[src/rtl/bec_pkg.sv]
`default_nettype none
// ----------------------------------------------------------------------------
// bec_pkg
// Character classes, character codes and the classifier shared by the
// boolean expression syntax checker.
// ----------------------------------------------------------------------------
package bec_pkg;

    typedef logic [7:0] t_char;

    typedef enum logic [2:0] {
        CLS_NONE    = 3'd0,
        CLS_OPERAND = 3'd1,
        CLS_NOT     = 3'd2,
        CLS_BINOP   = 3'd3,
        CLS_OPEN    = 3'd4,
        CLS_CLOSE   = 3'd5,
        CLS_BAD     = 3'd7
    } t_class;

    // per-character verdict from the rule logic
    typedef struct packed {
        logic   err;
        t_class cls;
    } t_step;

    localparam t_char CHR_A     = 8'h41;
    localparam t_char CHR_Z     = 8'h5A;
    localparam t_char CHR_ZERO  = 8'h30;
    localparam t_char CHR_ONE   = 8'h31;
    localparam t_char CHR_NOT   = 8'h7E;
    localparam t_char CHR_OR    = 8'h7C;
    localparam t_char CHR_AND   = 8'h26;
    localparam t_char CHR_OPEN  = 8'h28;
    localparam t_char CHR_CLOSE = 8'h29;
    localparam t_char CHR_SPACE = 8'h20;

    function automatic t_class classify(input t_char c);
        t_class k;
        if ((c >= CHR_A && c <= CHR_Z) || c == CHR_ZERO || c == CHR_ONE) begin
            k = CLS_OPERAND;
        end else if (c == CHR_NOT) begin
            k = CLS_NOT;
        end else if (c == CHR_OR || c == CHR_AND) begin
            k = CLS_BINOP;
        end else if (c == CHR_OPEN) begin
            k = CLS_OPEN;
        end else if (c == CHR_CLOSE) begin
            k = CLS_CLOSE;
        end else begin
            k = CLS_BAD;
        end
        return k;
    endfunction

endpackage
`default_nettype wire

[src/rtl/bec_char_if.sv]
`default_nettype none
// ----------------------------------------------------------------------------
// bec_char_if
// Valid/ready channel carrying one expression character and its end mark.
// ----------------------------------------------------------------------------
interface bec_char_if;
    logic           valid;
    logic           ready;
    bec_pkg::t_char char_code;
    logic           end_of_expression;

    modport source (output valid, output char_code, output end_of_expression, input ready);
    modport sink   (input valid, input char_code, input end_of_expression, output ready);
endinterface
`default_nettype wire

[src/rtl/bec_verdict_if.sv]
`default_nettype none
// ----------------------------------------------------------------------------
// bec_verdict_if
// Valid/ready channel carrying the verdict for one expression.
// ----------------------------------------------------------------------------
interface bec_verdict_if;
    logic valid;
    logic ready;
    logic malformed;

    modport source (output valid, output malformed, input ready);
    modport sink   (input valid, input malformed, output ready);
endinterface
`default_nettype wire

[src/rtl/bec_rule_check.sv]
`default_nettype none
// ----------------------------------------------------------------------------
// bec_rule_check
// Neighbor, character set and nesting rules for one character against the
// class of the previous non-space character and the current depth.
// ----------------------------------------------------------------------------
module bec_rule_check #(
    parameter int DEPTH_W   = 8,
    parameter int DEPTH_CAP = 255
) (
    input  bec_pkg::t_char         i_char,
    input  bec_pkg::t_class        i_cls,
    input  logic [DEPTH_W-1:0]     i_depth,
    output bec_pkg::t_step         o_step,
    output logic [DEPTH_W-1:0]     o_depth
);

    bec_pkg::t_class k;
    logic            prev_op;

    assign k       = bec_pkg::classify(i_char);
    assign prev_op = (i_cls == bec_pkg::CLS_NOT) || (i_cls == bec_pkg::CLS_BINOP);

    always_comb begin
        o_step.err = 1'b0;
        o_step.cls = i_cls;
        o_depth    = i_depth;
        // spaces leave everything alone
        if (i_char != bec_pkg::CHR_SPACE) begin
            if (k == bec_pkg::CLS_BAD) begin
                o_step.err = 1'b1;
            end else begin
                o_step.cls = k;
                if (prev_op && !(k == bec_pkg::CLS_NOT || k == bec_pkg::CLS_OPEN ||
                                 k == bec_pkg::CLS_OPERAND)) begin
                    o_step.err = 1'b1;
                end
                if (k == bec_pkg::CLS_BINOP &&
                    !(i_cls == bec_pkg::CLS_OPERAND || i_cls == bec_pkg::CLS_CLOSE)) begin
                    o_step.err = 1'b1;
                end
                if (k == bec_pkg::CLS_NOT &&
                    (i_cls == bec_pkg::CLS_OPERAND || i_cls == bec_pkg::CLS_CLOSE)) begin
                    o_step.err = 1'b1;
                end
                if (k == bec_pkg::CLS_OPERAND && i_cls == bec_pkg::CLS_OPERAND) begin
                    o_step.err = 1'b1;
                end
                if (k == bec_pkg::CLS_CLOSE) begin
                    if (i_depth == '0) begin
                        o_step.err = 1'b1;
                    end else begin
                        o_depth = i_depth - DEPTH_W'(1);
                    end
                end
                if (k == bec_pkg::CLS_OPEN) begin
                    if (i_depth >= DEPTH_W'(DEPTH_CAP)) begin
                        o_step.err = 1'b1;
                    end else begin
                        o_depth = i_depth + DEPTH_W'(1);
                    end
                end
            end
        end
    end

endmodule
`default_nettype wire

[src/rtl/bool_expr_syntax_check_core.sv]
`default_nettype none
// ----------------------------------------------------------------------------
// bool_expr_syntax_check_core
// Streaming syntax checker for propositional formulas, one character a clock
// while the verdict output is not stalled.
// Characters enter on i_char, one item per clock when o_verdict is not
// stalled. Each character is registered, then checked in the next cycle by
// the rule logic against the kept class, depth and sticky error; the item
// that carries end_of_expression loads the verdict register from the
// stage register and sets o_verdict valid, and the checker state
// returns to its reset values for the next expression. Only a last
// character that meets a still-unread verdict waits. Nesting deeper than
// MAX_NESTING (capped at 255) counts as an error.
module bool_expr_syntax_check_core #(
    parameter int MAX_NESTING = 255
) (
    input  wire               i_clk,
    input  wire               i_rst_n,
    bec_char_if.sink          i_char,
    bec_verdict_if.source     o_verdict
);

    localparam int DEPTH_CAP = (MAX_NESTING < 255) ? MAX_NESTING : 255;
    localparam int DEPTH_W   = $clog2(DEPTH_CAP + 1);

    logic                 r_s1_valid, n_s1_valid;
    bec_pkg::t_char       r_s1_char;
    logic                 r_s1_last;
    bec_pkg::t_class      r_cls, n_cls;
    logic [DEPTH_W-1:0]   r_depth, n_depth;
    logic                 r_err, n_err;
    logic                 r_out_valid, n_out_valid;
    logic                 r_malformed, n_malformed;

    bec_pkg::t_step       step;
    logic [DEPTH_W-1:0]   step_depth;
    logic                 out_free, s1_fire, in_fire, final_err;

    bec_rule_check #(
        .DEPTH_W   (DEPTH_W),
        .DEPTH_CAP (DEPTH_CAP)
    ) u_rule (
        .i_char  (r_s1_char),
        .i_cls   (r_cls),
        .i_depth (r_depth),
        .o_step  (step),
        .o_depth (step_depth)
    );

    assign out_free     = !r_out_valid || o_verdict.ready;
    // only a last character needs room in the verdict register
    assign s1_fire      = r_s1_valid && (!r_s1_last || out_free);
    assign i_char.ready = !r_s1_valid || s1_fire;
    assign in_fire      = i_char.valid && i_char.ready;

    assign final_err = r_err || step.err || (step.cls == bec_pkg::CLS_NOT) ||
                       (step.cls == bec_pkg::CLS_BINOP) || (step_depth != '0);

    always_comb begin
        n_s1_valid  = r_s1_valid;
        n_cls       = r_cls;
        n_depth     = r_depth;
        n_err       = r_err;
        n_out_valid = r_out_valid;
        n_malformed = r_malformed;
        if (in_fire) begin
            n_s1_valid = 1'b1;
        end else if (s1_fire) begin
            n_s1_valid = 1'b0;
        end
        if (o_verdict.ready) begin
            n_out_valid = 1'b0;
        end
        if (s1_fire) begin
            if (r_s1_last) begin
                n_cls       = bec_pkg::CLS_NONE;
                n_depth     = '0;
                n_err       = 1'b0;
                n_out_valid = 1'b1;
                n_malformed = final_err;
            end else begin
                n_cls   = step.cls;
                n_depth = step_depth;
                n_err   = r_err || step.err;
            end
        end
    end

    always_ff @(posedge i_clk) begin
        if (!i_rst_n) begin
            r_s1_valid  <= 1'b0;
            r_cls       <= bec_pkg::CLS_NONE;
            r_depth     <= '0;
            r_err       <= 1'b0;
            r_out_valid <= 1'b0;
        end else begin
            r_s1_valid  <= n_s1_valid;
            r_cls       <= n_cls;
            r_depth     <= n_depth;
            r_err       <= n_err;
            r_out_valid <= n_out_valid;
        end
    end

    always_ff @(posedge i_clk) begin
        if (in_fire) begin
            r_s1_char <= i_char.char_code;
            r_s1_last <= i_char.end_of_expression;
        end
        r_malformed <= n_malformed;
    end

    assign o_verdict.valid     = r_out_valid;
    assign o_verdict.malformed = r_malformed;

`ifndef ASSERT_OFF
    a_depth_cap: assert property (@(posedge i_clk) disable iff (!i_rst_n)
        r_depth <= DEPTH_W'(DEPTH_CAP))
        else $error("nesting depth above cap");

    a_reset_after_last: assert property (@(posedge i_clk) disable iff (!i_rst_n)
        (s1_fire && r_s1_last) |=> (r_cls == bec_pkg::CLS_NONE && r_depth == '0 && !r_err))
        else $error("checker state not cleared after last character");

    a_verdict_source: assert property (@(posedge i_clk) disable iff (!i_rst_n)
        $rose(r_out_valid) |-> $past(r_s1_valid && r_s1_last))
        else $error("verdict without a last character");
`endif

endmodule
`default_nettype wire

[src/flat_wrapper.sv]
// flat-port wrapper written by rule: the top's interface ports become plain ports
module bool_expr_syntax_check_core_flat 
#(
    parameter int MAX_NESTING = 255
)
  (i_clk, i_rst_n, i_char_valid, i_char_char_code, i_char_end_of_expression, i_char_ready, o_verdict_valid, o_verdict_malformed, o_verdict_ready);
  bec_char_if i_char_i ();
  bec_verdict_if o_verdict_i ();
  input  wire i_clk;
  input  wire i_rst_n;
  input wire logic [$bits(i_char_i.valid)-1:0] i_char_valid;
  input wire logic [$bits(i_char_i.char_code)-1:0] i_char_char_code;
  input wire logic [$bits(i_char_i.end_of_expression)-1:0] i_char_end_of_expression;
  output wire logic [$bits(i_char_i.ready)-1:0] i_char_ready;
  output wire logic [$bits(o_verdict_i.valid)-1:0] o_verdict_valid;
  output wire logic [$bits(o_verdict_i.malformed)-1:0] o_verdict_malformed;
  input wire logic [$bits(o_verdict_i.ready)-1:0] o_verdict_ready;
  assign i_char_i.valid = i_char_valid;
  assign i_char_i.char_code = i_char_char_code;
  assign i_char_i.end_of_expression = i_char_end_of_expression;
  assign i_char_ready = i_char_i.ready;
  assign o_verdict_valid = o_verdict_i.valid;
  assign o_verdict_malformed = o_verdict_i.malformed;
  assign o_verdict_i.ready = o_verdict_ready;
  bool_expr_syntax_check_core #(.MAX_NESTING(MAX_NESTING)) u_core (.i_clk(i_clk), .i_rst_n(i_rst_n), .i_char(i_char_i), .o_verdict(o_verdict_i));
endmodule
[config.mk]
export PLATFORM = sky130hd
export DESIGN_NAME = bool_expr_syntax_check_core_flat
export DESIGN_NICKNAME = d
export VERILOG_FILES = /design/src/rtl/bec_pkg.sv /design/src/rtl/bec_char_if.sv /design/src/rtl/bec_verdict_if.sv /design/src/rtl/bec_rule_check.sv /design/src/rtl/bool_expr_syntax_check_core.sv /design/src/flat_wrapper.sv
export SDC_FILE = /design/constraint.sdc
export NUM_CORES = 1
export LEC_CHECK = 0
export BUFFER_PORTS_ARGS = -buffer_cell sky130_fd_sc_hd__buf_2
export CAP_MARGIN = 20
export CELL_PAD_IN_SITES_DETAIL_PLACEMENT = 0
export CELL_PAD_IN_SITES_GLOBAL_PLACEMENT = 1
export CORE_MARGIN = 8
export CORE_UTILIZATION = 45
export DETAILED_ROUTE_END_ITERATION = 6
export GPL_TIMING_DRIVEN = 0
export HOLD_SLACK_MARGIN = 0.12
export PLACE_DENSITY = 0.76
export SLEW_MARGIN = 20
export SYNTH_ARGS = -nofsm -noshare
export SYNTH_HDL_FRONTEND = slang
export SYNTH_SLANG_ARGS = --single-unit
[constraint.sdc]
create_clock -name i_clk -period 2.9 [get_ports i_clk]
set_input_delay 0.145 -clock i_clk [delete_from_list [all_inputs] [get_ports i_clk]]
set_output_delay 0.145 -clock i_clk [all_outputs]
set_load 0.02 [all_outputs]
==> qor.txt <==
Clk pwr share - 25.0%
core area - 3580 um^2
# DRC - 0
top_reg_cell synth - dfxtp_1
Setup violations, final - 0
pwr dens - 310 nW/um^2
hold path start - o_verdict_ready
r2r endpoint - u_core.o_verdict.malformed
switching share of power - 23.7%
Period Utilization, post-route - 88.2%
Fin. Hold Viols - 0
htree depth - 1
CP Launch Type - register
Detail Placement HPWL - 2980 um
height of the die - 76.1 um
reg2reg setup slack - 0.34 ns
io pins - 16
TNS Setup - 0 ns
post-synth net total - 199
commonest non-fill, non-tap cell in the layout - buf_2
Async S/R FF share, synth - 0%
Root Buffer - clkbuf_4
area fraction in compound gates after synthesis - 19.2%
CP Data Required Time - 2.95 ns
xor/xnor share of the synthesized area - 1.08%
Synth Area in Simple Gates - 34.2%
largest family of logic cells by synthesized area - simple AND/OR/NAND/NOR gates
# clock sinks - 24
hold_ws - 0.471 ns
Worst Hold Class - in2reg
PortBufs - 15
gp weighted congestion - 0.839
Placed Cells - 246
Seq/Total Area, Yosys - 35.7%
reg-to-reg startpoint - u_core.r_s1_char[4]
Crit Path Category - reg2reg
die footprint - 5790 um^2
vias in the first global route - 1372
synthesized area - 1630 um^2
layout cells sized above 1 - 13.0%
clock latency on the worst-skew pair - 0.31 ns
status - finished, final reports clean
first-pass GRT wire length - 6490 um
worst IR drop on VDD - 0.240 mV
fmax - 391 MHz
Worst-path clk slew - 0.12 ns
Pins Over Slew Limit - 0
Cell Area, Placed - 1760 um^2
Worst slew margin - 60.4%
mux cell area share after synthesis - 2.46%
DRT Pass-1 Iters - 4
non-filler cells, final - 263
Logic pwr share - 11.9%
hold endpoint - u_core.r_depth[4]
cell count after synthesis - 183
# fillers - 346
Synthesis Warnings - 0
gr usage total - 13.0%
worst-path fanout max - 6
via count - 1532
TritonCTS Buffers - 3
antenna viol nets, final - 0
syn avg cell area - 8.89 um^2
routed len/inst - 14.8 um
Layout Nets - 232
arrival time at the worst endpoint - 2.60 ns
Die Wd - 76.1 um
worst reg2reg path depth - 6
largest net degree at the start of global routing - 14
RSZ-0062 raised after global routing - false
initial antenna violation count - 0
post-CTS sizing - 0
Pleak - 0.682 nW
gr ovfl total - 0
EDFF count, synth - 10
initial DRC count - 175
Cell Rows - 22
fin util - 53.6%
drt via density - 5.83
Int Pwr - 453 uW
CTS tree - done
adder-cell share of the synthesized area - 2.31%
Fin Clk Skew - 0.00277 ns
Final min period - 2.56 ns
slew at the pin closest to its max-slew limit - 0.591 ns
most frequent cells in the layout - buf_2, nand2_1, nor2_1, dfxtp_1, dlygate4sd3_1
NetSw - 141 uW
synthesis-stage register bit count - 24
Flop pwr share - 63.1%
clock tree buffer depth - 2
Total Wirelength - 3890 um
Post-Layout Inst Area - 1920 um^2
synth-to-layout area growth - 17.9%
Critical Path End Type - register
antenna diode count - 0
initial core utilization - 45.5%
Yosys cell types - 56
hold depth - 5
number of max-cap violations - 0
## layer usage
metal | wire length (um) | vias up | global-route usage (%)
met5 | 0 | - | 0
met4 | 44 | 0 | 3.46
met3 | 159 | 5 | 1.77
met2 | 1820 | 35 | 20.8
met1 | 1870 | 728 | 17.8
li1 | - | 764 | -
## power groups by stage
| stage | combinational (mW) | sequential (mW) | clock (mW) |
|---|---|---|---|
| floorplan | 0.0384 | 0.380 | 0 |
| global placement | 0.0558 | 0.382 | 0 |
| detailed placement | 0.0572 | 0.383 | 0 |
| CTS | 0.0707 | 0.375 | 0.154 |
| global route | 0.0788 | 0.377 | 0.165 |
| finish | 0.0705 | 0.375 | 0.149 |
## metrics by stage
step / power [mW] / worst slack [ns]
2_1_floorplan: 0.419 / 0.633
3_3_place_gp: 0.438 / 0.342
3_5_place_dp: 0.440 / 0.337
4_1_cts: 0.600 / 0.302
5_1_grt: 0.621 / 0.0986
6_report: 0.594 / 0.343
## kinds of logic after synthesis
kind of cell / after synthesis
AO/OA/AOI/OAI: 41
XOR/XNOR: 2
adder cells (fa/ha/maj): 3
buffers and inverters: 19
flip-flops: 24
multiplexers: 4
AND/OR/NAND/NOR: 90
## layout make-up
type	count	area [um^2]	area share, %
sequential	24	581	30.3
timing repair buffer	28	205	10.7
multi-input combinational	140	965	50.3
buffer	8	40.0	2.09
tap	48	60.1	3.13
inverter	11	41.3	2.15
clock buffer	4	26.3	1.37
## worst max-delay path by stage
stage | startpoint | end | slack [ns] | depth (start not counted)
global route | u_core.r_depth[3] | u_core.o_verdict.malformed | 0.1 | 7
detailed placement | u_core.r_s1_char[4] | u_core.o_verdict.malformed | 0.34 | 6
finish | u_core.r_s1_char[4] | u_core.o_verdict.malformed | 0.34 | 6
CTS | u_core.r_s1_char[4] | u_core.o_verdict.malformed | 0.30 | 6
floorplan | u_core.r_s1_char[1] | u_core.o_verdict.malformed | 0.63 | 7
global placement | u_core.r_s1_char[6] | u_core.o_verdict.malformed | 0.34 | 6
## flip-flops by register name, summed over array words and instances, names as in the netlist
name / cells
u_core.r_depth: 8
u_core.r_s1_char: 8
u_core.r_s1_valid: 1
u_core.r_err: 1
u_core.o_verdict.valid: 1
u_core.r_cls: 3
u_core.r_s1_last: 1
u_core.o_verdict.malformed: 1
## Yosys cell counts, types with 4 or more instances
master | number | area share, %
or4b_1 | 4 | 2.5
dfxtp_1 | 14 | 17
inv_1 | 11 | 2.5
clkbuf_1 | 5 | 1.2
o21ai_0 | 5 | 1.5
edfxtp_1 | 10 | 18
nand3_1 | 8 | 2.5
nand2_1 | 16 | 3.7
nand4_1 | 4 | 1.5
nor2b_1 | 5 | 1.9
and2_1 | 4 | 1.5
o31ai_1 | 4 | 1.8
nor3_1 | 6 | 1.8
mux2i_1 | 4 | 2.5
nor2_1 | 14 | 3.2
## repair_timing
action	in CTS	in global routing
endpoints found under the hold margin	12	0
hold buffers	13	0
setup buffers	0	0
## critical path, cell delays in order (launching register included)
cell and delay (ns):
edfxtp_1 0.51, or4b_1 0.63, nor4_1 0.42, mux2i_1 0.23, a32oi_1 0.12, a221oi_1 0.25
nand4_1 0.14
Power figures use the tool's default switching activity.
